### src/hdl/pedsd_pkg.sv
// ----------------------------------------------------------------------------
// pedsd_pkg: shared types and constants for the pad edge and stick deadzone
// Widths of the stream fields, controller states, datapath operation codes
// and the command and status bundles between controller and datapath.
// ----------------------------------------------------------------------------
package pedsd_pkg;

  // field widths
  localparam int BTN_W       = 14;
  localparam int STICK_W     = 8;
  localparam int NORM_W      = 16;
  localparam int MAG_W       = 15;
  localparam int CFG_W       = 8;
  localparam int CFG_IDX_W   = 1;
  localparam int IN_TDATA_W  = 32;
  localparam int OUT_TDATA_W = 96;

  // arithmetic widths
  localparam int FRAC_BITS = 14;          // Q1.14
  localparam int SQ_W      = 16;          // squares, squared sum, divisor
  localparam int NUM_W     = 44;          // widest dividend or radicand
  localparam int QUO_W     = 29;          // widest quotient
  localparam int ROOT_W    = 22;          // widest root
  localparam int REM_W     = 24;          // root remainder
  localparam int CNT_W     = 5;

  // iteration counts of the shared units
  localparam int WIDE_STEPS       = 29;   // clamp divide, quotient up to 2^28
  localparam int NARROW_STEPS     = 15;   // divides by max radius
  localparam int ROOT_BIG_STEPS   = 22;   // root of the shifted squared sum
  localparam int ROOT_SMALL_STEPS = 15;   // root of a clamp quotient

  localparam logic [MAG_W-1:0] Q_ONE = MAG_W'(1 << FRAC_BITS);

  localparam logic [CFG_W-1:0] DEAD_RADIUS_RST = 8'd8;
  localparam logic [CFG_W-1:0] MAX_RADIUS_RST  = 8'd64;

  typedef enum logic [CFG_IDX_W-1:0] {
    CFG_DEAD_RADIUS = 1'b0,
    CFG_MAX_RADIUS  = 1'b1
  } cfg_idx_t;

  // one operation of the shared divide / root unit
  typedef enum logic [2:0] {
    OP_CX_DIV,    // x^2 << 28 / s
    OP_CX_SQRT,   // root of that quotient
    OP_CY_DIV,
    OP_CY_SQRT,
    OP_IX_DIV,    // x << 14 / max radius
    OP_IY_DIV,
    OP_IM_SQRT,   // root of s << 28
    OP_IM_DIV     // that root / max radius
  } op_t;

  typedef enum logic [2:0] {
    ST_IDLE,
    ST_SQUARE,
    ST_SUM,
    ST_DISPATCH,
    ST_LOAD,
    ST_STEP,
    ST_EMIT
  } state_t;

  typedef struct packed {
    logic accept;
    logic square;
    logic sum;
    logic dispatch;
    logic load;
    logic step;
    logic last;
    logic emit;
    op_t  op;
  } cmd_t;

  typedef struct packed {
    logic dead;
    logic clamp;
    logic out_busy;
  } status_t;

  function automatic logic is_root_op(op_t op);
    return (op == OP_CX_SQRT) || (op == OP_CY_SQRT) || (op == OP_IM_SQRT);
  endfunction

  function automatic logic is_wide_div(op_t op);
    return (op == OP_CX_DIV) || (op == OP_CY_DIV);
  endfunction

  function automatic logic [CNT_W-1:0] op_steps(op_t op);
    logic [CNT_W-1:0] n;
    case (op)
      OP_CX_DIV, OP_CY_DIV:   n = CNT_W'(WIDE_STEPS);
      OP_CX_SQRT, OP_CY_SQRT: n = CNT_W'(ROOT_SMALL_STEPS);
      OP_IM_SQRT:             n = CNT_W'(ROOT_BIG_STEPS);
      default:                n = CNT_W'(NARROW_STEPS);
    endcase
    return n;
  endfunction

endpackage

### src/hdl/pedsd_ctrl.sv
// ----------------------------------------------------------------------------
// pedsd_ctrl: sequencer for the pad edge and stick deadzone
// Takes one poll, walks the datapath through squaring, classification and
// the chain of divide and root operations, then hands the result over.
// ----------------------------------------------------------------------------
module pedsd_ctrl (
  input  logic              clk,
  input  logic              rst,
  input  logic              s_tvalid,
  output logic              s_tready,
  input  pedsd_pkg::status_t status,
  output pedsd_pkg::cmd_t   cmd
);
  import pedsd_pkg::*;

  state_t           state, state_next;
  op_t              op, op_next;
  logic [CNT_W-1:0] cnt, cnt_next;

  // state, operation and step count registers
  always_ff @(posedge clk) begin
    if (rst) begin
      state <= ST_IDLE;
      op    <= OP_CX_DIV;
      cnt   <= '0;
    end else begin
      state <= state_next;
      op    <= op_next;
      cnt   <= cnt_next;
    end
  end

  // next state and commands
  always_comb begin
    state_next = state;
    op_next    = op;
    cnt_next   = cnt;
    cmd        = '0;
    cmd.op     = op;
    s_tready   = 1'b0;
    case (state)
      ST_IDLE: begin
        s_tready = 1'b1;
        if (s_tvalid) begin
          cmd.accept = 1'b1;
          state_next = ST_SQUARE;
        end
      end
      ST_SQUARE: begin
        cmd.square = 1'b1;
        state_next = ST_SUM;
      end
      ST_SUM: begin
        cmd.sum    = 1'b1;
        state_next = ST_DISPATCH;
      end
      ST_DISPATCH: begin
        cmd.dispatch = 1'b1;
        if (status.dead) begin
          state_next = ST_EMIT;
        end else begin
          op_next    = status.clamp ? OP_CX_DIV : OP_IX_DIV;
          state_next = ST_LOAD;
        end
      end
      ST_LOAD: begin
        cmd.load   = 1'b1;
        cnt_next   = op_steps(op) - CNT_W'(1);
        state_next = ST_STEP;
      end
      ST_STEP: begin
        cmd.step = 1'b1;
        if (cnt == '0) begin
          cmd.last   = 1'b1;
          state_next = ST_LOAD;
          // chain of operations for the clamped and the inner case
          case (op)
            OP_CX_DIV:  op_next = OP_CX_SQRT;
            OP_CX_SQRT: op_next = OP_CY_DIV;
            OP_CY_DIV:  op_next = OP_CY_SQRT;
            OP_IX_DIV:  op_next = OP_IY_DIV;
            OP_IY_DIV:  op_next = OP_IM_SQRT;
            OP_IM_SQRT: op_next = OP_IM_DIV;
            default:    state_next = ST_EMIT;
          endcase
        end else begin
          cnt_next = cnt - CNT_W'(1);
        end
      end
      ST_EMIT: begin
        if (!status.out_busy) begin
          cmd.emit   = 1'b1;
          state_next = ST_IDLE;
        end
      end
      default: begin
        state_next = ST_IDLE;
      end
    endcase
  end

endmodule

### src/hdl/pedsd_dp.sv
// ----------------------------------------------------------------------------
// pedsd_dp: datapath of the pad edge and stick deadzone
// Button edge masks, stick squares and classification, a shared restoring
// divider and bit-pair square root unit, and the output register.
// ----------------------------------------------------------------------------
module pedsd_dp #(
  parameter int BUTTONS = 14
) (
  input  logic                               clk,
  input  logic                               rst,
  input  logic                               cfg_we,
  input  logic [pedsd_pkg::CFG_IDX_W-1:0]    cfg_index,
  input  logic [pedsd_pkg::CFG_W-1:0]        cfg_wdata,
  input  logic [pedsd_pkg::IN_TDATA_W-1:0]   s_tdata,
  input  pedsd_pkg::cmd_t                    cmd,
  output pedsd_pkg::status_t                 status,
  output logic                               m_tvalid,
  input  logic                               m_tready,
  output logic [pedsd_pkg::OUT_TDATA_W-1:0]  m_tdata
);
  import pedsd_pkg::*;

  localparam logic [BTN_W-1:0] BtnMask =
    (BUTTONS >= BTN_W) ? {BTN_W{1'b1}} : BTN_W'((64'd1 << BUTTONS) - 64'd1);
  localparam int PadW = OUT_TDATA_W - 3 * BTN_W - 2 * NORM_W - MAG_W;

  // configuration
  logic [CFG_W-1:0] dead_radius, max_radius, m_eff;

  // poll registers
  logic [BTN_W-1:0]   prev_held, held, pressed, released, btn_now;
  logic               sx, sy;
  logic [STICK_W-1:0] ax, ay, x_in, y_in;
  logic [SQ_W-1:0]    ax2, ay2, d2, m2, s;
  logic [MAG_W-1:0]   qx, qy, qm;

  // divider
  logic [NUM_W-1:0] div_n, div_num, div_hi;
  logic [SQ_W-1:0]  div_r, div_d, div_den, div_r_next;
  logic [SQ_W:0]    div_t;
  logic             div_ge;
  logic [QUO_W-1:0] div_q, div_q_next;

  // square root
  logic [NUM_W-1:0]  sq_n, sq_rad;
  logic [REM_W-1:0]  sq_r, sq_r_next;
  logic [REM_W+1:0]  sq_t, sq_trial;
  logic              sq_ge;
  logic [ROOT_W-1:0] sq_root, sq_root_next;

  logic [NORM_W-1:0] nx, ny;

  // input unpacking
  assign btn_now = s_tdata[BTN_W-1:0] & BtnMask;
  assign x_in    = s_tdata[BTN_W +: STICK_W];
  assign y_in    = s_tdata[BTN_W + STICK_W +: STICK_W];
  assign m_eff   = (max_radius == '0) ? CFG_W'(1) : max_radius;

  // configuration registers
  always_ff @(posedge clk) begin
    if (rst) begin
      dead_radius <= DEAD_RADIUS_RST;
      max_radius  <= MAX_RADIUS_RST;
    end else if (cfg_we) begin
      case (cfg_idx_t'(cfg_index))
        CFG_DEAD_RADIUS: dead_radius <= cfg_wdata;
        CFG_MAX_RADIUS:  max_radius  <= cfg_wdata;
        default: ;
      endcase
    end
  end

  // previous held buttons
  always_ff @(posedge clk) begin
    if (rst) begin
      prev_held <= '0;
    end else if (cmd.accept) begin
      prev_held <= btn_now;
    end
  end

  // classification flags
  assign status.dead     = s < d2;
  assign status.clamp    = s > m2;
  assign status.out_busy = m_tvalid && !m_tready;

  // divider operand selection
  always_comb begin
    case (cmd.op)
      OP_CX_DIV: begin
        div_num = NUM_W'(ax2) << (2 * FRAC_BITS);
        div_den = s;
      end
      OP_CY_DIV: begin
        div_num = NUM_W'(ay2) << (2 * FRAC_BITS);
        div_den = s;
      end
      OP_IX_DIV: begin
        div_num = NUM_W'(ax) << FRAC_BITS;
        div_den = SQ_W'(m_eff);
      end
      OP_IY_DIV: begin
        div_num = NUM_W'(ay) << FRAC_BITS;
        div_den = SQ_W'(m_eff);
      end
      OP_IM_DIV: begin
        div_num = NUM_W'(sq_root);
        div_den = SQ_W'(m_eff);
      end
      default: begin
        div_num = '0;
        div_den = s;
      end
    endcase
  end

  // the quotient fits the step count, so the bits above it start the remainder
  assign div_hi = is_wide_div(cmd.op) ? (div_num >> WIDE_STEPS) : (div_num >> NARROW_STEPS);

  // one quotient bit per step
  assign div_t      = {div_r, div_n[NUM_W-1]};
  assign div_ge     = div_t >= {1'b0, div_d};
  assign div_r_next = div_ge ? SQ_W'(div_t - {1'b0, div_d}) : div_t[SQ_W-1:0];
  assign div_q_next = {div_q[QUO_W-2:0], div_ge};

  // radicand alignment, consumed two bits per step from the top
  assign sq_rad = (cmd.op == OP_IM_SQRT) ? (NUM_W'(s) << (2 * FRAC_BITS))
                                         : (NUM_W'(div_q) << (NUM_W - 2 * ROOT_SMALL_STEPS));

  // one root bit per step
  assign sq_t         = {sq_r, sq_n[NUM_W-1 -: 2]};
  assign sq_trial     = {2'b00, sq_root, 2'b01};
  assign sq_ge        = sq_t >= sq_trial;
  assign sq_r_next    = sq_ge ? REM_W'(sq_t - sq_trial) : sq_t[REM_W-1:0];
  assign sq_root_next = {sq_root[ROOT_W-2:0], sq_ge};

  // poll and arithmetic registers
  always_ff @(posedge clk) begin
    if (cmd.accept) begin
      held     <= btn_now;
      pressed  <= btn_now & ~prev_held;
      released <= prev_held & ~btn_now;
      sx       <= x_in[STICK_W-1];
      sy       <= y_in[STICK_W-1];
      ax       <= x_in[STICK_W-1] ? STICK_W'(-x_in) : x_in;
      ay       <= y_in[STICK_W-1] ? STICK_W'(-y_in) : y_in;
    end
    if (cmd.square) begin
      ax2 <= SQ_W'(ax) * SQ_W'(ax);
      ay2 <= SQ_W'(ay) * SQ_W'(ay);
      d2  <= SQ_W'(dead_radius) * SQ_W'(dead_radius);
      m2  <= SQ_W'(m_eff) * SQ_W'(m_eff);
    end
    if (cmd.sum) begin
      s <= ax2 + ay2;
    end
    if (cmd.dispatch) begin
      qx <= '0;
      qy <= '0;
      qm <= (status.clamp && !status.dead) ? Q_ONE : '0;
    end
    // load or step the shared unit
    if (cmd.load) begin
      if (is_root_op(cmd.op)) begin
        sq_n    <= sq_rad;
        sq_r    <= '0;
        sq_root <= '0;
      end else begin
        div_r <= div_hi[SQ_W-1:0];
        div_n <= is_wide_div(cmd.op) ? (div_num << (NUM_W - WIDE_STEPS))
                                     : (div_num << (NUM_W - NARROW_STEPS));
        div_d <= div_den;
        div_q <= '0;
      end
    end
    if (cmd.step) begin
      if (is_root_op(cmd.op)) begin
        sq_n    <= sq_n << 2;
        sq_r    <= sq_r_next;
        sq_root <= sq_root_next;
      end else begin
        div_n <= div_n << 1;
        div_r <= div_r_next;
        div_q <= div_q_next;
      end
    end
    // capture the finished operation
    if (cmd.step && cmd.last) begin
      case (cmd.op)
        OP_CX_SQRT: qx <= sq_root_next[MAG_W-1:0];
        OP_CY_SQRT: qy <= sq_root_next[MAG_W-1:0];
        OP_IX_DIV:  qx <= div_q_next[MAG_W-1:0];
        OP_IY_DIV:  qy <= div_q_next[MAG_W-1:0];
        OP_IM_DIV:  qm <= div_q_next[MAG_W-1:0];
        default: ;
      endcase
    end
  end

  // signed outputs
  assign nx = sx ? (NORM_W'(0) - NORM_W'(qx)) : NORM_W'(qx);
  assign ny = sy ? (NORM_W'(0) - NORM_W'(qy)) : NORM_W'(qy);

  // output register
  always_ff @(posedge clk) begin
    if (rst) begin
      m_tvalid <= 1'b0;
    end else if (cmd.emit) begin
      m_tvalid <= 1'b1;
    end else if (m_tready) begin
      m_tvalid <= 1'b0;
    end
  end

  always_ff @(posedge clk) begin
    if (cmd.emit) begin
      m_tdata <= {{PadW{1'b0}}, qm, ny, nx, released, pressed, held};
    end
  end

endmodule

### src/hdl/pad_edge_and_stick_deadzone.sv
// ----------------------------------------------------------------------------
// pad_edge_and_stick_deadzone: controller poll conditioning
// Button held / pressed / released masks and a radial stick deadzone with
// clamping and Q1.14 normalization.
// ----------------------------------------------------------------------------
// Usage:
//   s_* stream: one transfer per controller poll (buttons, stick x, y).
//   m_* stream: one transfer per poll with the three button masks and the
//   normalized x, y and magnitude.
//   cfg_*: write dead_radius (index 0) and max_radius (index 1) while idle.
// Timing: the poll is squared, summed and classified, then a shared unit
//   retires one quotient or root bit per cycle, after a load step for each
//   operation. A poll in the dead zone skips the divide and root chain; a
//   new poll is taken only once the result of the last one has gone into
//   the output register.
// Reset: registers return to dead_radius 8, max_radius 64, no buttons held
//   previously, and no result pending.
// Stall: the result sits in an output register; the next poll is accepted
//   and worked on while it waits, and only the hand-over to the output
//   register waits for the receiver.
// ----------------------------------------------------------------------------
module pad_edge_and_stick_deadzone #(
  parameter int BUTTONS = 14
) (
  input  logic                               clk,
  input  logic                               rst,
  // config write
  input  logic                               cfg_we,
  input  logic [pedsd_pkg::CFG_IDX_W-1:0]    cfg_index,
  input  logic [pedsd_pkg::CFG_W-1:0]        cfg_wdata,
  // poll input
  input  logic                               s_tvalid,
  output logic                               s_tready,
  // button_levels, stick_x, stick_y, zero pad
  input  logic [pedsd_pkg::IN_TDATA_W-1:0]   s_tdata,
  // result output
  output logic                               m_tvalid,
  input  logic                               m_tready,
  // held_mask, pressed_mask, released_mask, norm_x, norm_y, norm_magnitude,
  // zero pad
  output logic [pedsd_pkg::OUT_TDATA_W-1:0]  m_tdata
);
  import pedsd_pkg::*;

  cmd_t    cmd;
  status_t status;

  pedsd_ctrl u_ctrl (
    .clk      (clk),
    .rst      (rst),
    .s_tvalid (s_tvalid),
    .s_tready (s_tready),
    .status   (status),
    .cmd      (cmd)
  );

  pedsd_dp #(
    .BUTTONS (BUTTONS)
  ) u_dp (
    .clk       (clk),
    .rst       (rst),
    .cfg_we    (cfg_we),
    .cfg_index (cfg_index),
    .cfg_wdata (cfg_wdata),
    .s_tdata   (s_tdata),
    .cmd       (cmd),
    .status    (status),
    .m_tvalid  (m_tvalid),
    .m_tready  (m_tready),
    .m_tdata   (m_tdata)
  );

endmodule

### config.mk
export PLATFORM = sky130hd
export DESIGN_NAME = pad_edge_and_stick_deadzone
export DESIGN_NICKNAME = d
export VERILOG_FILES = /design/src/hdl/pedsd_pkg.sv /design/src/hdl/pedsd_ctrl.sv /design/src/hdl/pedsd_dp.sv /design/src/hdl/pad_edge_and_stick_deadzone.sv
export SDC_FILE = /design/constraint.sdc
export NUM_CORES = 1
export LEC_CHECK = 0
export BUFFER_PORTS_ARGS = -buffer_cell sky130_fd_sc_hd__buf_2
export CAP_MARGIN = 25
export CORE_MARGIN = 5
export CORE_UTILIZATION = 42
export CTS_CLUSTER_DIAMETER = 40
export CTS_CLUSTER_SIZE = 30
export DETAILED_ROUTE_END_ITERATION = 7
export SLEW_MARGIN = 20
export SYNTH_ARGS = -nofsm -noshare
export SYNTH_HDL_FRONTEND = slang
export SYNTH_SLANG_ARGS = --single-unit
export TNS_END_PERCENT = 10
### constraint.sdc
create_clock -name clk -period 6.3 [get_ports clk]
set_input_delay 0.63 -clock clk [delete_from_list [all_inputs] [get_ports clk]]
set_output_delay 0.63 -clock clk [all_outputs]
set_load 0.05 [all_outputs]
# Yosys cells after proc, flatten, opt, wreduce, memory -nomap -nowiden
# Index checks and enable logic that the tools add are counted.
[totals] register_bits=511 input_bits=46 out_inout_bits=98 word_cells=175
[classes] addsub=9 mul=4 order_cmp=4 n_eq_ne=19 mux=74 bitwise=6 reduce_logical=24
[ops] cell="$mux 44" n=10
[ops] cell="$pmux 44 s5" n=1
[ops] cell="$mux 15" n=10
[ops] cell="$mux 24" n=5
[ops] cell="$mux 29" n=4
[ops] cell="$mux 16" n=6
[ops] cell="$mux 22" n=4
[ops] cell="$mul 8x8->16" n=4
[ops] cell="$pmux 15 s2" n=2
[ops] cell="$sub 1x15->16 const A" n=2
[ops] cell="$and 14x14->14" n=2
[ops] cell="$not 14->14" n=2
[ops] cell="$ge 26x24->1" n=1
[ops] cell="$sub 24x24->24" n=1
[ops] cell="$eq 3x3->1 const B" n=7
[ops] cell="$pmux 3 s7" n=1
[ops] cell="$pmux 5 s2" n=2
[ops] cell="$mux 3" n=6
[ops] cell="$pmux 3 s6" n=1
[ops] cell="$ge 17x16->1" n=1
[ops] cell="$add 16x16->16" n=1
[ops] cell="$gt 16x16->1" n=1
[ops] cell="$lt 16x16->1" n=1
[ops] cell="$mux 8" n=2
[ops] cell="27 further kinds" n=63

# Logic depth before layout (Yosys ltp)
[logic_depth] depth_word=7 mapped_depth=19 ltp_nobuf=18

# Modules after synthesis
# Synthesis repeated with hierarchy kept, for this count alone.
[unflattened] cells_unflattened=2789 hier_area_um2=28491.1
[by_module_without_submodules] mod="pedsd_dp" n_inst=1 cells_each=2703 area_per_inst_um2=27789.2 seq_area_each_um2=12341.8
[by_module_without_submodules] mod="pedsd_ctrl" n_inst=1 cells_each=86 area_per_inst_um2=701.9 seq_area_each_um2=220.2

# Least setup slack after synthesis
# Ideal clock, no wire load.
[synth_path] path_type="register to register" from="register u_ctrl.state[0]" to="register u_dp.ax2[0] (enable)" setup_time_ns=0.552 arrival_ns=4.865 required_ns=5.748 path_slack_ns=0.884 stages_incl_launch_ff=4 synth_period_minus_slack_ns=5.416 cell_sequence="dfxtp_1 -> clkbuf_1 -> inv_1 -> nor3_1"
[synth_between] elab_chain_len=2
[synth_lines] item="start, declared" line="pedsd_ctrl.sv:16" text="state_t state, state_next;"
[synth_lines] item="start signal, assigned" line="pedsd_ctrl.sv:27" text="state <= state_next;"
[synth_lines] item="$eq 3x1->1" line="pedsd_ctrl.sv:41" text="case (state)"
[synth_lines] item="$mux 1" line="pedsd_ctrl.sv:41"
[synth_lines] item="end signal, assigned" line="pedsd_dp.sv:149" text="ax2 <= SQ_W'(ax) * SQ_W'(ax);"
[synth_lines] item="end, declared" line="pedsd_dp.sv:34" text="logic [SQ_W-1:0] ax2, ay2, d2, m2, s;"
# Every way passes these cells.
# A chain may end at the register's enable or synchronous reset.

# Worst setup path in the final report
[layout_path] from="register u_dp.ay[1]" to="register u_dp.ay2[14], data pin"
[layout_between] elab_chain_len=1
[layout_lines] item="start, declared" line="pedsd_dp.sv:33" text="logic [STICK_W-1:0] ax, ay, x_in, y_in;"
[layout_lines] item="start signal, assigned" line="pedsd_dp.sv:146" text="ay <= y_in[STICK_W-1] ? STICK_W'(-y_in) : y_in;"
[layout_lines] item="$mul 8x8->16" line="pedsd_dp.sv:150" text="ay2 <= SQ_W'(ay) * SQ_W'(ay);"
[layout_lines] item="end signal, assigned" line="pedsd_dp.sv:150"
[layout_lines] item="end, declared" line="pedsd_dp.sv:34"
# Every way passes these cells.

==> flow_summary.html <==
<table>
<tr><th>Metric</th><th>Value</th></tr>
<tr><th colspan="2">Pwr</th></tr>
<tr><td>Clock share of power</td><td>31.8%</td></tr>
<tr><td>Max rail drop VDD</td><td>0.322 mV</td></tr>
<tr><td>Leak Pwr</td><td>0.0142 uW</td></tr>
<tr><td>Part of the total power dissipated in combinational logic</td><td>34.3%</td></tr>
<tr><td>Net switching fraction of the power</td><td>35.4%</td></tr>
<tr><td>Share of power burned in registers</td><td>33.9%</td></tr>
<tr><td>Switching component of the power</td><td>4890 uW</td></tr>
<tr><td>Power density relative to cell area</td><td>421 mW/mm^2</td></tr>
<tr><td>Design internal power</td><td>8930 uW</td></tr>
<tr><th colspan="2">Routing</th></tr>
<tr><td>Number of vias per cell</td><td>5.24</td></tr>
<tr><td>Iteration count of the initial detailed-routing pass</td><td>5</td></tr>
<tr><td>Post-detailed-routing wire length</td><td>64.4 mm</td></tr>
<tr><td>Antenna-violating nets left</td><td>0</td></tr>
<tr><td>Routed WL per cell</td><td>16.0 um</td></tr>
<tr><td>Via count</td><td>21100</td></tr>
<tr><td>Initial detailed-routing violation count</td><td>1133</td></tr>
<tr><td>Post-detailed-route DRC marker count</td><td>0</td></tr>
<tr><th colspan="2">Clock tree</th></tr>
<tr><td>Number of buffers inserted by hold repair at cts</td><td>0</td></tr>
<tr><td>Buffer levels on the longest clock path</td><td>3</td></tr>
<tr><td>Total CTS buffers</td><td>79</td></tr>
<tr><td>Later-pin clock latency in the skew report</td><td>0.61 ns</td></tr>
<tr><td>Total number of H-tree levels</td><td>3</td></tr>
<tr><td>Clock tree from TritonCTS</td><td>yes</td></tr>
<tr><td>Number of clock sinks</td><td>507</td></tr>
<tr><td>CTS Root Buffer Type</td><td>sky130_fd_sc_hd__clkbuf_16</td></tr>
<tr><td>Resized Gates After CTS</td><td>0</td></tr>
<tr><td>Buffer count from post-CTS setup fixing</td><td>0</td></tr>
<tr><td>Reg clk slew, reported paths</td><td>0.06 ns</td></tr>
<tr><th colspan="2">Placed design</th></tr>
<tr><td>Placer congestion estimate</td><td>0.850</td></tr>
<tr><td>Detailed-placement wirelength estimate</td><td>46.1 mm</td></tr>
<tr><td>Total placed instance area</td><td>0.0301 sq mm</td></tr>
<tr><td># port buffers</td><td>134</td></tr>
<tr><th colspan="2">Critical path</th></tr>
<tr><td>Worst Setup End Kind</td><td>flip-flop</td></tr>
<tr><td>Kind of start point of the critical path</td><td>flip-flop</td></tr>
<tr><td>Cell with the largest stage delay on the worst path</td><td>sky130_fd_sc_hd__edfxtp_1</td></tr>
<tr><td>Buffers &amp; Inverters on Critical Path</td><td>2</td></tr>
<tr><td>CP max FO</td><td>11</td></tr>
<tr><td>Delay of the slowest cell on the worst path</td><td>0.55 ns</td></tr>
<tr><td>Reg-to-Reg Start</td><td>u_dp.ay[1]</td></tr>
<tr><td>RR Endpoint</td><td>u_dp.ay2[14]</td></tr>
<tr><td>Cells along the critical path</td><td>and2_1, fa_1, fa_1, inv_1, fa_1, inv_1, fa_1, ha_1, or2_2, a41oi_1, nor2b_1, o21a_1, o41ai_1, xnor2_1</td></tr>
<tr><td>Critical Path Most Common Cell</td><td>sky130_fd_sc_hd__fa_1</td></tr>
<tr><td>Crit path kind</td><td>reg2reg</td></tr>
<tr><td>Reg2Reg Depth</td><td>14</td></tr>
<tr><td>Arr. time, crit path</td><td>5.22 ns</td></tr>
<tr><td>Largest delay contributor family on the critical path</td><td>adder cells</td></tr>
<tr><td>R2r setup slk</td><td>1.42 ns</td></tr>
<tr><td>Data required time at the worst endpoint</td><td>6.64 ns</td></tr>
<tr><th colspan="2">Worst hold path</th></tr>
<tr><td>WHS Path Cells</td><td>1</td></tr>
<tr><td>Tightest Hold Check Type</td><td>in2reg</td></tr>
<tr><td>Hold Crit Endpoint</td><td>u_dp.held[12]</td></tr>
<tr><td>Hold Path Origin</td><td>s_tdata[12]</td></tr>
<tr><th colspan="2">Cells and area</th></tr>
<tr><td>Commonest cells after routing, fill and taps aside</td><td>sky130_fd_sc_hd__nand2_1 (482), sky130_fd_sc_hd__dfxtp_1 (264), sky130_fd_sc_hd__inv_1 (254)</td></tr>
<tr><td>Design area</td><td>0.0328 sq mm</td></tr>
<tr><td>Net count, final</td><td>3441</td></tr>
<tr><td>Proportion of layout cells with a drive suffix above 1</td><td>11.3%</td></tr>
<tr><td>Layout area overhead</td><td>14.4%</td></tr>
<tr><td>Utilization of the core after routing</td><td>48.7%</td></tr>
<tr><td>Number of inserted filler cells in the final layout</td><td>6209</td></tr>
<tr><td>Most frequent standard cell in the layout excluding fill and tap cells</td><td>sky130_fd_sc_hd__nand2_1</td></tr>
<tr><td>Ant diodes</td><td>0</td></tr>
<tr><th colspan="2">Timing</th></tr>
<tr><td>Worst max-slew margin expressed relative to the limit</td><td>32.2%</td></tr>
<tr><td>Count of final max-slew check failures</td><td>0</td></tr>
<tr><td>Setup TNS after final layout</td><td>0 ns</td></tr>
<tr><td>Setup repair after global routing missed its margin</td><td>false</td></tr>
<tr><td>Timing-limited maximum frequency</td><td>0.205 GHz</td></tr>
<tr><td>Worst clock skew</td><td>0.0248 ns</td></tr>
<tr><td>Final-layout worst hold slack</td><td>0.242 ns</td></tr>
<tr><td>Final critical-path share of the clock period</td><td>77.5%</td></tr>
<tr><td>Measured slew at the worst slew-check pin</td><td>1.02 ns</td></tr>
<tr><td>Shortest period the worst path allows</td><td>4.88 ns</td></tr>
<tr><td>Final hold violation count</td><td>0</td></tr>
<tr><td>Number of failing setup endpoints in the final timing report</td><td>0</td></tr>
<tr><th colspan="2">Floorplan</th></tr>
<tr><td>Placement Rows</td><td>95</td></tr>
<tr><td>Starting utilization of the core area</td><td>42.6%</td></tr>
<tr><td>I/O pin count</td><td>144</td></tr>
<tr><td>Placeable Area</td><td>0.0674 sq mm</td></tr>
<tr><td>Width of the chip</td><td>271 um</td></tr>
<tr><td>Die footprint</td><td>0.0736 sq mm</td></tr>
<tr><td>Die height</td><td>271 um</td></tr>
<tr><th colspan="2">Flow run</th></tr>
<tr><td>Max-cap viol count</td><td>0</td></tr>
<tr><th colspan="2">Synth</th></tr>
<tr><td>Count of warnings emitted by yosys</td><td>0</td></tr>
<tr><td>Combined area of all synthesized cells</td><td>0.0287 sq mm</td></tr>
<tr><td>Fraction of the mapped netlist area in compound gates</td><td>12.7%</td></tr>
<tr><td>Gate count of the mapped netlist</td><td>2997</td></tr>
<tr><td>Largest family of logic cells by synthesized area</td><td>simple AND/OR/NAND/NOR gates</td></tr>
<tr><td>Area share of fa/ha/maj cells after synthesis</td><td>15.8%</td></tr>
<tr><td>Primary FF master, synth</td><td>sky130_fd_sc_hd__dfxtp_1</td></tr>
<tr><td>Sequential area share after synthesis</td><td>43.8%</td></tr>
<tr><td>Count of state elements after synthesis</td><td>507</td></tr>
<tr><td>Number of library cell types mapped by synthesis</td><td>81</td></tr>
<tr><td>EDFF count, synth</td><td>241</td></tr>
<tr><td>Mux cell area share after synthesis</td><td>1.60%</td></tr>
<tr><td>Avg Cell Area, Syn</td><td>9.57 sq um</td></tr>
<tr><td>Fraction of the mapped netlist area in simple logic gates</td><td>16.2%</td></tr>
<tr><td>Async S/R FF share, synth</td><td>0%</td></tr>
<tr><td>Parity-gate share of the synthesized area counting xor and xnor cells</td><td>4.37%</td></tr>
<tr><th colspan="2">Global routing</th></tr>
<tr><td>Largest net degree at the start of global routing</td><td>102</td></tr>
<tr><td>Overall track demand over capacity in global routing</td><td>17.3%</td></tr>
<tr><td>Vias in the first global route</td><td>21200</td></tr>
<tr><td>Global-route wire length before repair</td><td>106 mm</td></tr>
<tr><td>Antenna violations before repair</td><td>1</td></tr>
<tr><td>Grt total ovfl</td><td>0</td></tr>
<tr><th colspan="2">Run status</th></tr>
<tr><td>Run status</td><td>complete, no violations</td></tr>
</table>
[logic make-up (layout without fill, tap and decap cells)]
| logic type | Yosys count | in the layout |
|---|---|---|
| simple gates | 1013 | 1013 |
| compound gates | 585 | 585 |
| flops | 507 | 507 |
| buf+inv | 403 | 557 |
| fa+ha+maj | 302 | 302 |
| xor+xnor | 143 | 143 |
| mux | 43 | 43 |
| other cells | 1 | 9 |
[routing by layer]
layer / global-route usage (%) / routed length [um]
met2: 30.2 / 31700
met4: 5.70 / 1750
met1: 21.8 / 28000
met3: 2.78 / 3010
met5: 0 / 0
[sequential cells by signal, summed over array words and instances, names as in the netlist, 15 cells and up]
signal	flops
u_dp.div_r	16
u_dp.sq_root	22
u_dp.qx	15
u_dp.ax2	15
u_dp.div_d	16
u_dp.ay2	15
u_dp.m2	15
u_dp.div_q	29
u_dp.div_n	44
u_dp.qy	15
u_dp.sq_r	24
u_dp.s	16
u_dp.sq_n	44
u_dp.d2	15
u_dp.qm	15
u_dp.m_tdata	89
[stage by stage]
| step | std cells | setup slack [ns] | power, uW |
|---|---|---|---|
| 2_1_floorplan | 3005 | 0.884 | 8360 |
| 3_3_place_gp | 3883 | 1.41 | 9370 |
| 3_5_place_dp | 3884 | 1.40 | 9510 |
| 4_1_cts | 4031 | 1.39 | 14000 |
| 5_1_grt | 4032 | 1.15 | 14800 |
| 6_report | 4032 | 1.42 | 13800 |
[how the worst max path moves through the flow]
stage / start / end / cells past startpoint
after floorplan: u_ctrl.state[0] / u_dp.ax2[0] / 3
after global placement: u_dp.ay[1] / u_dp.ay2[14] / 14
after detailed placement: u_dp.ay[2] / u_dp.ay2[14] / 15
after CTS: u_dp.ay[1] / u_dp.ay2[14] / 14
after global routing: u_dp.ay[6] / u_dp.ay2[14] / 15
final: u_dp.ay[1] / u_dp.ay2[14] / 14
[worst reg2reg max path: stages, from the launching register on]
cell	delay, ns
sky130_fd_sc_hd__edfxtp_1	0.55
sky130_fd_sc_hd__and2_1	0.28
sky130_fd_sc_hd__fa_1	0.51
sky130_fd_sc_hd__fa_1	0.55
sky130_fd_sc_hd__inv_1	0.06
sky130_fd_sc_hd__fa_1	0.53
sky130_fd_sc_hd__inv_1	0.05
sky130_fd_sc_hd__fa_1	0.47
sky130_fd_sc_hd__ha_1	0.34
sky130_fd_sc_hd__or2_2	0.32
sky130_fd_sc_hd__a41oi_1	0.28
sky130_fd_sc_hd__nor2b_1	0.08
sky130_fd_sc_hd__o21a_1	0.19
sky130_fd_sc_hd__o41ai_1	0.34
sky130_fd_sc_hd__xnor2_1	0.10
[power groups by stage]
stage	clock network, uW	logic [uW]	registers [uW]
floorplan	0	3850	4510
global placement	0	4640	4730
detailed placement	0	4760	4750
CTS	4500	4810	4690
global route	4650	5420	4730
finish	4390	4740	4690
[area by class of cell]
type	instances	area (sq um)	share of cell area (%)
Clock buffer	87	2080	6.34
Clock inverter	60	657	2.00
Inverter	255	957	2.92
Multi-Input combinational cell	2095	14600	44.5
Sequential cell	507	12600	38.3
Tap cell	873	1090	3.33
Timing Repair Buffer	155	853	2.60
[synthesized netlist by cell type, types with 53 or more instances]
master / instances / area share (%)
sky130_fd_sc_hd__and2_1: 81 / 1.8
sky130_fd_sc_hd__nor2b_1: 53 / 1.2
sky130_fd_sc_hd__dfxtp_1: 266 / 19
sky130_fd_sc_hd__o21ai_0: 169 / 2.9
sky130_fd_sc_hd__xnor2_1: 107 / 3.3
sky130_fd_sc_hd__nand2_1: 483 / 6.3
sky130_fd_sc_hd__nand3_1: 129 / 2.3
sky130_fd_sc_hd__clkbuf_1: 105 / 1.4
sky130_fd_sc_hd__inv_1: 255 / 3.3
sky130_fd_sc_hd__a21oi_1: 176 / 3.1
sky130_fd_sc_hd__fa_1: 101 / 7.0
sky130_fd_sc_hd__ha_1: 201 / 8.8
sky130_fd_sc_hd__edfxtp_1: 241 / 25
sky130_fd_sc_hd__nor2_1: 142 / 1.9
Power figures use the tool's default switching activity.
